===== config.mk =====
export PLATFORM = sky130hd
export DESIGN_NAME = ascii_decimal_number_parser
export DESIGN_NICKNAME = d
export VERILOG_FILES = /design/src/sv/adnp_pkg.sv /design/src/sv/adnp_core.sv /design/src/sv/adnp_out_reg.sv /design/src/sv/ascii_decimal_number_parser.sv
export SDC_FILE = /design/constraint.sdc
export NUM_CORES = 1
export LEC_CHECK = 0
export ABC_AREA = 1
export BUFFER_PORTS_ARGS = -buffer_cell sky130_fd_sc_hd__clkbuf_2
export CORE_MARGIN = 8
export CORE_UTILIZATION = 40
export DETAILED_ROUTE_END_ITERATION = 10
export PLACE_DENSITY_LB_ADDON = 0.15
export SLEW_MARGIN = 20
export SYNTH_ARGS = -nofsm -noshare
export SYNTH_HDL_FRONTEND = slang
export SYNTH_SLANG_ARGS = --single-unit

===== constraint.sdc =====
create_clock -name clk -period 3.7 [get_ports clk]
set_input_delay 0.555 -clock clk [delete_from_list [all_inputs] [get_ports clk]]
set_output_delay 0.555 -clock clk [all_outputs]
set_load 0.03 [all_outputs]

===== src/sv/adnp_pkg.sv =====
// ----------------------------------------------------------------------------
// adnp_pkg
// Shared types and constants for the ASCII decimal number parser.
// ----------------------------------------------------------------------------
package adnp_pkg;

	localparam int unsigned MAX_FRAC_DIGITS_DEF = 18;
	localparam int unsigned FRAC_W = 5;
	localparam int unsigned MAG_W = 64;

	localparam logic [7:0] CH_NUL   = 8'h00;
	localparam logic [7:0] CH_PLUS  = 8'h2B;
	localparam logic [7:0] CH_MINUS = 8'h2D;
	localparam logic [7:0] CH_POINT = 8'h2E;
	localparam logic [7:0] CH_ZERO  = 8'h30;
	localparam logic [7:0] CH_NINE  = 8'h39;

	localparam logic [MAG_W-1:0] MAG_LIMIT_POS = 64'h7FFF_FFFF_FFFF_FFFF;
	localparam logic [MAG_W-1:0] MAG_LIMIT_NEG = 64'h8000_0000_0000_0000;
	// floor(limit / 10); one less when the incoming digit passes the limit's last digit
	localparam logic [MAG_W-1:0] SAT_THRESH    = 64'd922337203685477580;

	typedef struct packed {
		logic              begun;
		logic              seen;
		logic              negative;
		logic              in_fraction;
		logic              finished;
		logic [MAG_W-1:0]  magnitude;
		logic [FRAC_W-1:0] frac_count;
		logic              saturated;
	} parse_state_t;

	typedef struct packed {
		logic              is_number;
		logic              is_fraction;
		logic [MAG_W-1:0]  value;
		logic [FRAC_W-1:0] frac_digits;
		logic              overflow;
	} result_t;

endpackage


===== src/sv/adnp_core.sv =====
// ----------------------------------------------------------------------------
// adnp_core
// Input register and per-character parse step; emits one result word at
// each terminator.
// ----------------------------------------------------------------------------
module adnp_core #(
	parameter int unsigned MAX_FRAC_DIGITS = adnp_pkg::MAX_FRAC_DIGITS_DEF
) (
	input  logic                clk,
	input  logic                arst_n,
	input  logic                in_valid,
	output logic                in_stall,
	input  logic [7:0]          ch,
	input  logic                res_free,
	output logic                res_load,
	output adnp_pkg::result_t   res
);

	localparam logic [adnp_pkg::FRAC_W-1:0] MaxFrac = adnp_pkg::FRAC_W'(MAX_FRAC_DIGITS);

	logic                   valid_s1;
	logic [7:0]             ch_s1;
	adnp_pkg::parse_state_t st_q;
	adnp_pkg::parse_state_t st_d;
	logic                   is_term;
	logic                   advance;
	logic [3:0]             digit;
	logic [adnp_pkg::MAG_W-1:0] thresh;
	logic [adnp_pkg::MAG_W-1:0] limit;
	logic [adnp_pkg::MAG_W-1:0] mag10;

	assign is_term  = (ch_s1 == adnp_pkg::CH_NUL);
	assign advance  = valid_s1 && (!is_term || res_free);
	assign in_stall = valid_s1 && !advance;
	assign res_load = advance && is_term;

	always_ff @(posedge clk or negedge arst_n) begin
		if (!arst_n) begin
			valid_s1 <= 1'b0;
		end else if (!in_stall) begin
			valid_s1 <= in_valid;
		end
	end

	always_ff @(posedge clk) begin
		if (!in_stall && in_valid) begin
			ch_s1 <= ch;
		end
	end

	always_ff @(posedge clk or negedge arst_n) begin
		if (!arst_n) begin
			st_q <= '0;
		end else if (advance) begin
			st_q <= st_d;
		end
	end

	assign digit  = 4'(ch_s1 - adnp_pkg::CH_ZERO);
	assign limit  = st_q.negative ? adnp_pkg::MAG_LIMIT_NEG : adnp_pkg::MAG_LIMIT_POS;
	assign thresh = adnp_pkg::SAT_THRESH
		- adnp_pkg::MAG_W'(digit > (st_q.negative ? 4'd8 : 4'd7));
	assign mag10  = {st_q.magnitude[adnp_pkg::MAG_W-4:0], 3'b000}
		+ {st_q.magnitude[adnp_pkg::MAG_W-2:0], 1'b0}
		+ adnp_pkg::MAG_W'(digit);

	always_comb begin
		st_d = st_q;
		if (is_term) begin
			st_d = '0;
		end else if (!st_q.finished) begin
			if (ch_s1 == adnp_pkg::CH_PLUS || ch_s1 == adnp_pkg::CH_MINUS) begin
				if (st_q.begun) begin
					st_d.finished = 1'b1;
				end else begin
					st_d.begun    = 1'b1;
					st_d.negative = (ch_s1 == adnp_pkg::CH_MINUS);
				end
			end else if (ch_s1 == adnp_pkg::CH_POINT) begin
				if (st_q.in_fraction) begin
					st_d.finished = 1'b1;
				end else begin
					st_d.in_fraction = 1'b1;
					st_d.begun       = 1'b1;
					st_d.seen        = 1'b1;
				end
			end else if (ch_s1 inside {[adnp_pkg::CH_ZERO:adnp_pkg::CH_NINE]}) begin
				st_d.begun = 1'b1;
				st_d.seen  = 1'b1;
				if (!st_q.saturated && !(st_q.in_fraction && st_q.frac_count >= MaxFrac)) begin
					if (st_q.magnitude > thresh) begin
						st_d.magnitude = limit;
						st_d.saturated = 1'b1;
					end else begin
						st_d.magnitude = mag10;
						if (st_q.in_fraction) begin
							st_d.frac_count = st_q.frac_count + 1'b1;
						end
					end
				end
			end else if (st_q.begun) begin
				st_d.finished = 1'b1;
			end
		end
	end

	// drop everything to zero when no digit or point was seen
	always_comb begin
		res = '0;
		if (st_q.seen) begin
			res.is_number   = 1'b1;
			res.is_fraction = st_q.in_fraction;
			res.value       = st_q.negative ? (~st_q.magnitude + 1'b1) : st_q.magnitude;
			res.frac_digits = st_q.in_fraction ? st_q.frac_count : '0;
			res.overflow    = st_q.saturated;
		end
	end

`ifndef SYNTH
	a_finished_begun: assert property (@(posedge clk) disable iff (!arst_n)
		st_q.finished |-> st_q.begun) else $error("finished without begun");
	a_frac_bound: assert property (@(posedge clk) disable iff (!arst_n)
		st_q.frac_count <= MaxFrac) else $error("fraction count past limit");
	a_term_clears: assert property (@(posedge clk) disable iff (!arst_n)
		res_load |=> (st_q == '0)) else $error("state not cleared after terminator");
	a_sat_limit: assert property (@(posedge clk) disable iff (!arst_n)
		st_q.saturated |-> (st_q.magnitude == limit)) else $error("saturated off limit");
`endif

endmodule


===== src/sv/adnp_out_reg.sv =====
// ----------------------------------------------------------------------------
// adnp_out_reg
// Result register; holds a word until the output side takes it.
// ----------------------------------------------------------------------------
module adnp_out_reg (
	input  logic              clk,
	input  logic              arst_n,
	input  logic              res_load,
	input  adnp_pkg::result_t res,
	output logic              res_free,
	output logic              out_valid,
	input  logic              out_stall,
	output adnp_pkg::result_t out_q
);

	logic out_valid_q;

	assign res_free  = !out_valid_q || !out_stall;
	assign out_valid = out_valid_q;

	always_ff @(posedge clk or negedge arst_n) begin
		if (!arst_n) begin
			out_valid_q <= 1'b0;
		end else if (res_load) begin
			out_valid_q <= 1'b1;
		end else if (!out_stall) begin
			out_valid_q <= 1'b0;
		end
	end

	always_ff @(posedge clk) begin
		if (res_load) begin
			out_q <= res;
		end
	end

`ifndef SYNTH
	a_no_number_zero: assert property (@(posedge clk) disable iff (!arst_n)
		out_valid_q && !out_q.is_number |-> (out_q.value == '0) && !out_q.overflow
		&& !out_q.is_fraction) else $error("empty result not zero");
	a_int_no_frac: assert property (@(posedge clk) disable iff (!arst_n)
		out_valid_q && !out_q.is_fraction |-> (out_q.frac_digits == '0))
		else $error("fraction digits on integer");
	a_ovf_value: assert property (@(posedge clk) disable iff (!arst_n)
		out_valid_q && out_q.overflow |-> (out_q.value == adnp_pkg::MAG_LIMIT_POS
		|| out_q.value == adnp_pkg::MAG_LIMIT_NEG)) else $error("overflow value off limit");
`endif

endmodule


===== src/sv/ascii_decimal_number_parser.sv =====
// ----------------------------------------------------------------------------
// ascii_decimal_number_parser
// Parses a zero-terminated ASCII decimal string, one character per word,
// into a signed mantissa, fraction digit count and status flags.
// ----------------------------------------------------------------------------
//   channel  handshake            payload
//   in       in_valid / in_stall  ch
//   out      out_valid / out_stall is_number, is_fraction, value,
//                                 frac_digits, overflow
//
// One character per cycle while no terminator waits on a stalled output; a
// terminator enters the input register, and its result then the result register.
// The per-character step (multiply by ten, add, limit compare) sits between
// the input register and the parse state registers.
// Reset (arst_n low) clears parse state and both valid flags at once.
// A stalled output holds back a terminator and the input behind it; other characters keep flowing.
// ----------------------------------------------------------------------------
module ascii_decimal_number_parser #(
	parameter int unsigned MAX_FRAC_DIGITS = adnp_pkg::MAX_FRAC_DIGITS_DEF
) (
	input  logic                clk,
	input  logic                arst_n,
	input  logic                in_valid,
	output logic                in_stall,
	input  logic [7:0]          ch,
	output logic                out_valid,
	input  logic                out_stall,
	output logic                is_number,
	output logic                is_fraction,
	output logic signed [63:0]  value,
	output logic [4:0]          frac_digits,
	output logic                overflow
);

	adnp_pkg::result_t res;
	adnp_pkg::result_t out_q;
	logic              res_load;
	logic              res_free;

	adnp_core #(
		.MAX_FRAC_DIGITS(MAX_FRAC_DIGITS)
	) u_core (
		.clk      (clk),
		.arst_n   (arst_n),
		.in_valid (in_valid),
		.in_stall (in_stall),
		.ch       (ch),
		.res_free (res_free),
		.res_load (res_load),
		.res      (res)
	);

	adnp_out_reg u_out (
		.clk       (clk),
		.arst_n    (arst_n),
		.res_load  (res_load),
		.res       (res),
		.res_free  (res_free),
		.out_valid (out_valid),
		.out_stall (out_stall),
		.out_q     (out_q)
	);

	assign is_number   = out_q.is_number;
	assign is_fraction = out_q.is_fraction;
	assign value       = signed'(out_q.value);
	assign frac_digits = out_q.frac_digits;
	assign overflow    = out_q.overflow;

endmodule


==> impl_results.md <==
* Initial core utilization at 0.405
* DR WL/cell at 19.4 um
* Crit path kind: flop to flop
* Post-synth EDFFs at 80
* Crit Path Max Fanout at 5
* GP Congestion at 0.956
* Final hold violation count at 0
* Vert. Die Dim at 208 um
* Register Area at around 4300 sq um
* DRC at 0
* Slew margin rel. at 0.353
* Total Wirelength at 55,600 um
* Fillers at 3,910
* Synth Warn # at 0
* Max Transition Viols Final at 0
* H-tree lvl count at 4
* TritonCTS clock tree: done
* Internal power at between 2000 and 3000 uW
* Die area at 43,300 sq um
* Clock slew at reported path FFs at 0.07 ns
* Hold Path Class: input pin to async pin
* Asr flop ratio synth at 0.490
* FF+latch count, synth at ~160
* Detailed placement HPWL at 45,700 um
* Clk pwr share at 0.428
* Worst Setup Start Kind: flop
* Clk buf depth at 2
* Switch share at 0.288
* Finish-stage setup viols at 0
* Tightest Pin Transition at 0.962 ns
* Gr ovfl total at 0
* Clk sink count at 157
* Clock root buffer: clkbuf_16
* Dpl cells at 2,832
* Switching pwr at 1180 uW
* Port Buf Inserts at 85
* Worst VDD drop at 0.289 mV
* Final Cycle Share at 0.934
* P per Cell Area at 250 nW/um^2
* Comb power frac at 0.112
* Worst-Skew Late Latency at 0.44 ns
* Worst Path Required at 4.02 ns
* Syn Std Cell Area at about 15,000 sq um
* Fmax at a little under 0.3 GHz
* Crit path capture type: flop
* Post-Syn Nets at between 2,000 and 2,500
* Post CTS Setup Buffer Count at 0
* Cell leakage power at 0.00828 uW
* Layout area overhead at 10.9%
* Cell Rows at 70
* Number of global-route vias before repair at 15,000
* Vias/cell at 5.39
* Nets at 2,529
* Distinct cells, synth at 42
* Layout Skew at roughly 0.016 ns
* Layout Cells excl Fill at 2,864
* Width of the die at 208 um
* Max-cap viol count at 0
* Global-route wire length before repair at 86,600 um
* Core Box Area at approximately 37,000 sq um
* DRT antenna net count at 0
* CP arrival at 3.78 ns
* Cts hold-fix bufs at 0
* PnR worst setup slack at about 0.24 ns
* Syn Inst Count at approximately 2,300
* Top_reg_cell synth: edfxtp_1
* Multi-input gate area at 8930 sq um
* Largest net degree at the start of global routing at between 40 and 50
* Initial antenna violation count at 0
* Via Count at between 15,000 and 20,000
* Status: completed
* PostCTS Resize Cnt at 0
* Diode count at 0
* RSZ-0062 raised after global routing: no
* Setup WS pre-CTS at 0.332 ns
* Detailed Route Iter0 Violations at around 1,200
* Share of layout cells above drive strength 1 at 0.0714
* Ports at 86
* Sequential power share at 0.460
* Final min period at 3.46 ns
* Register area share after synthesis at 0.293
* TritonCTS buffer count at 17
* Post-Syn Area per Cell at 6.44 sq um
* Total GRT Usage at 0.256
* Total negative slack at 0 ns
* Number of detailed-route iterations in the first pass at 6
## registers in the layout, summed over array words and instances, names as in the netlist
register         cells
u_core.ch_s1         8
u_core.valid_s1      1
u_out.out_valid      1
u_out.out_q         72
u_core.st_q         75
## cell families after synthesis
kind of cell               Yosys count  synth area share
and+or+nand+nor                   1273             0.362
xor gates and xnor gates            38            0.0225
DFF                                157             0.293
AOI/OAI and AO/OA                  298             0.105
adders and majority gates          134             0.114
buffers and inverters              394             0.103
## through the flow
step	utilization	total power (uW)	cell area [sq um]	hold slack (ns)
after floorplan	-	2210	14800	0.259
after global placement	0.433	2370	15800	0.475
after global routing	0.449	4230	16400	0.207
after detailed placement	0.433	2370	15800	0.482
final	0.449	4090	16400	0.157
after CTS	0.449	4100	16400	0.188
## synthesized netlist by cell type (8+ instances only)
master | n | area [sq um]
xnor2_1 | 27 | 236
dfrtp_1 | 77 | 1930
o21bai_1 | 8 | 60.1
nor2_1 | 239 | 897
nand4_1 | 31 | 194
nor3_1 | 57 | 285
clkbuf_1 | 18 | 67.6
xor2_1 | 11 | 96.3
inv_1 | 352 | 1320
a21oi_1 | 150 | 751
nor4_1 | 17 | 106
ha_1 | 132 | 1650
nand3_1 | 155 | 776
o21ai_1 | 10 | 50.1
buf_2 | 12 | 60.1
nand2_1 | 740 | 2780
edfxtp_1 | 80 | 2400
o21ai_0 | 112 | 561
## routing by layer
metal,up-vias,track usage,wire length [um]
met2,546,0.419,25000
met1,7214,0.349,25800
met4,0,0.0773,1450
met5,-,0,0
li1,7611,-,-
met3,70,0.0304,3330
## layout by cell type, fill, tap and decap left out, types with 6 or more instances in the layout
cell type,n
o21ai_0,112
inv_2,6
o21bai_1,8
clkbuf_2,84
xor2_1,11
nand3_1,155
nand3b_1,6
buf_4,18
nand4_1,31
inv_1,351
dfrtp_1,76
o21a_1,6
nor2_1,239
nor2_2,7
clkbuf_16,18
xnor2_1,27
nor3_1,57
nor4_1,17
ha_1,132
o21ai_1,10
nand2_1,740
a21oi_1,150
edfxtp_1,80
## path summary, 6_finish.rpt
path                                    to       startpoint  cells after the start  slack [ns]
min in group clk           u_core.ch_s1[0]            ch[0]                      1        0.29
min reg2reg                u_core.st_q[69]  u_core.st_q[69]                      2        0.50
max reg2reg                u_core.st_q[60]  u_core.ch_s1[2]                     18        0.24
max in group asynchronous  u_core.st_q[40]           arst_n                      2        2.55
min                        u_core.st_q[18]           arst_n                      1        0.16
max                        u_core.st_q[60]  u_core.ch_s1[2]                     18        0.24
## power by group through the flow
stage,registers [uW],clock network (uW),logic [uW]
after floorplan,1910,0,296
after global placement,1920,0,450
after detailed placement,1920,0,452
after CTS,1880,1770,455
after global routing,1880,1840,513
final,1880,1750,458
## final cells by class
class	count	area share
Clock buffer	19	0.0277
Inverter	358	0.0822
Clock inverter	13	0.00634
Tap cell	468	0.0357
Timing Repair Buffer	106	0.0388
Multi-Input combinational cell	1743	0.545
Sequential cell	157	0.264
## worst max-delay path: stages (launching register included)
cell and delay, ns:
edfxtp_1 0.49, ha_1 0.33, ha_1 0.36, inv_1 0.10, fa_1 0.43, inv_1 0.18, nand3_1 0.09, nand3_1 0.17
nand2_1 0.07, nand2_1 0.19, nand2_1 0.09, nand2_1 0.17, nand2_1 0.07, nand2_1 0.13, nand2_1 0.12, nand3_1 0.10
nand3_1 0.07, nand2_1 0.11, nand2_1 0.06
Note: power is estimated with default switching activity, not from simulation.
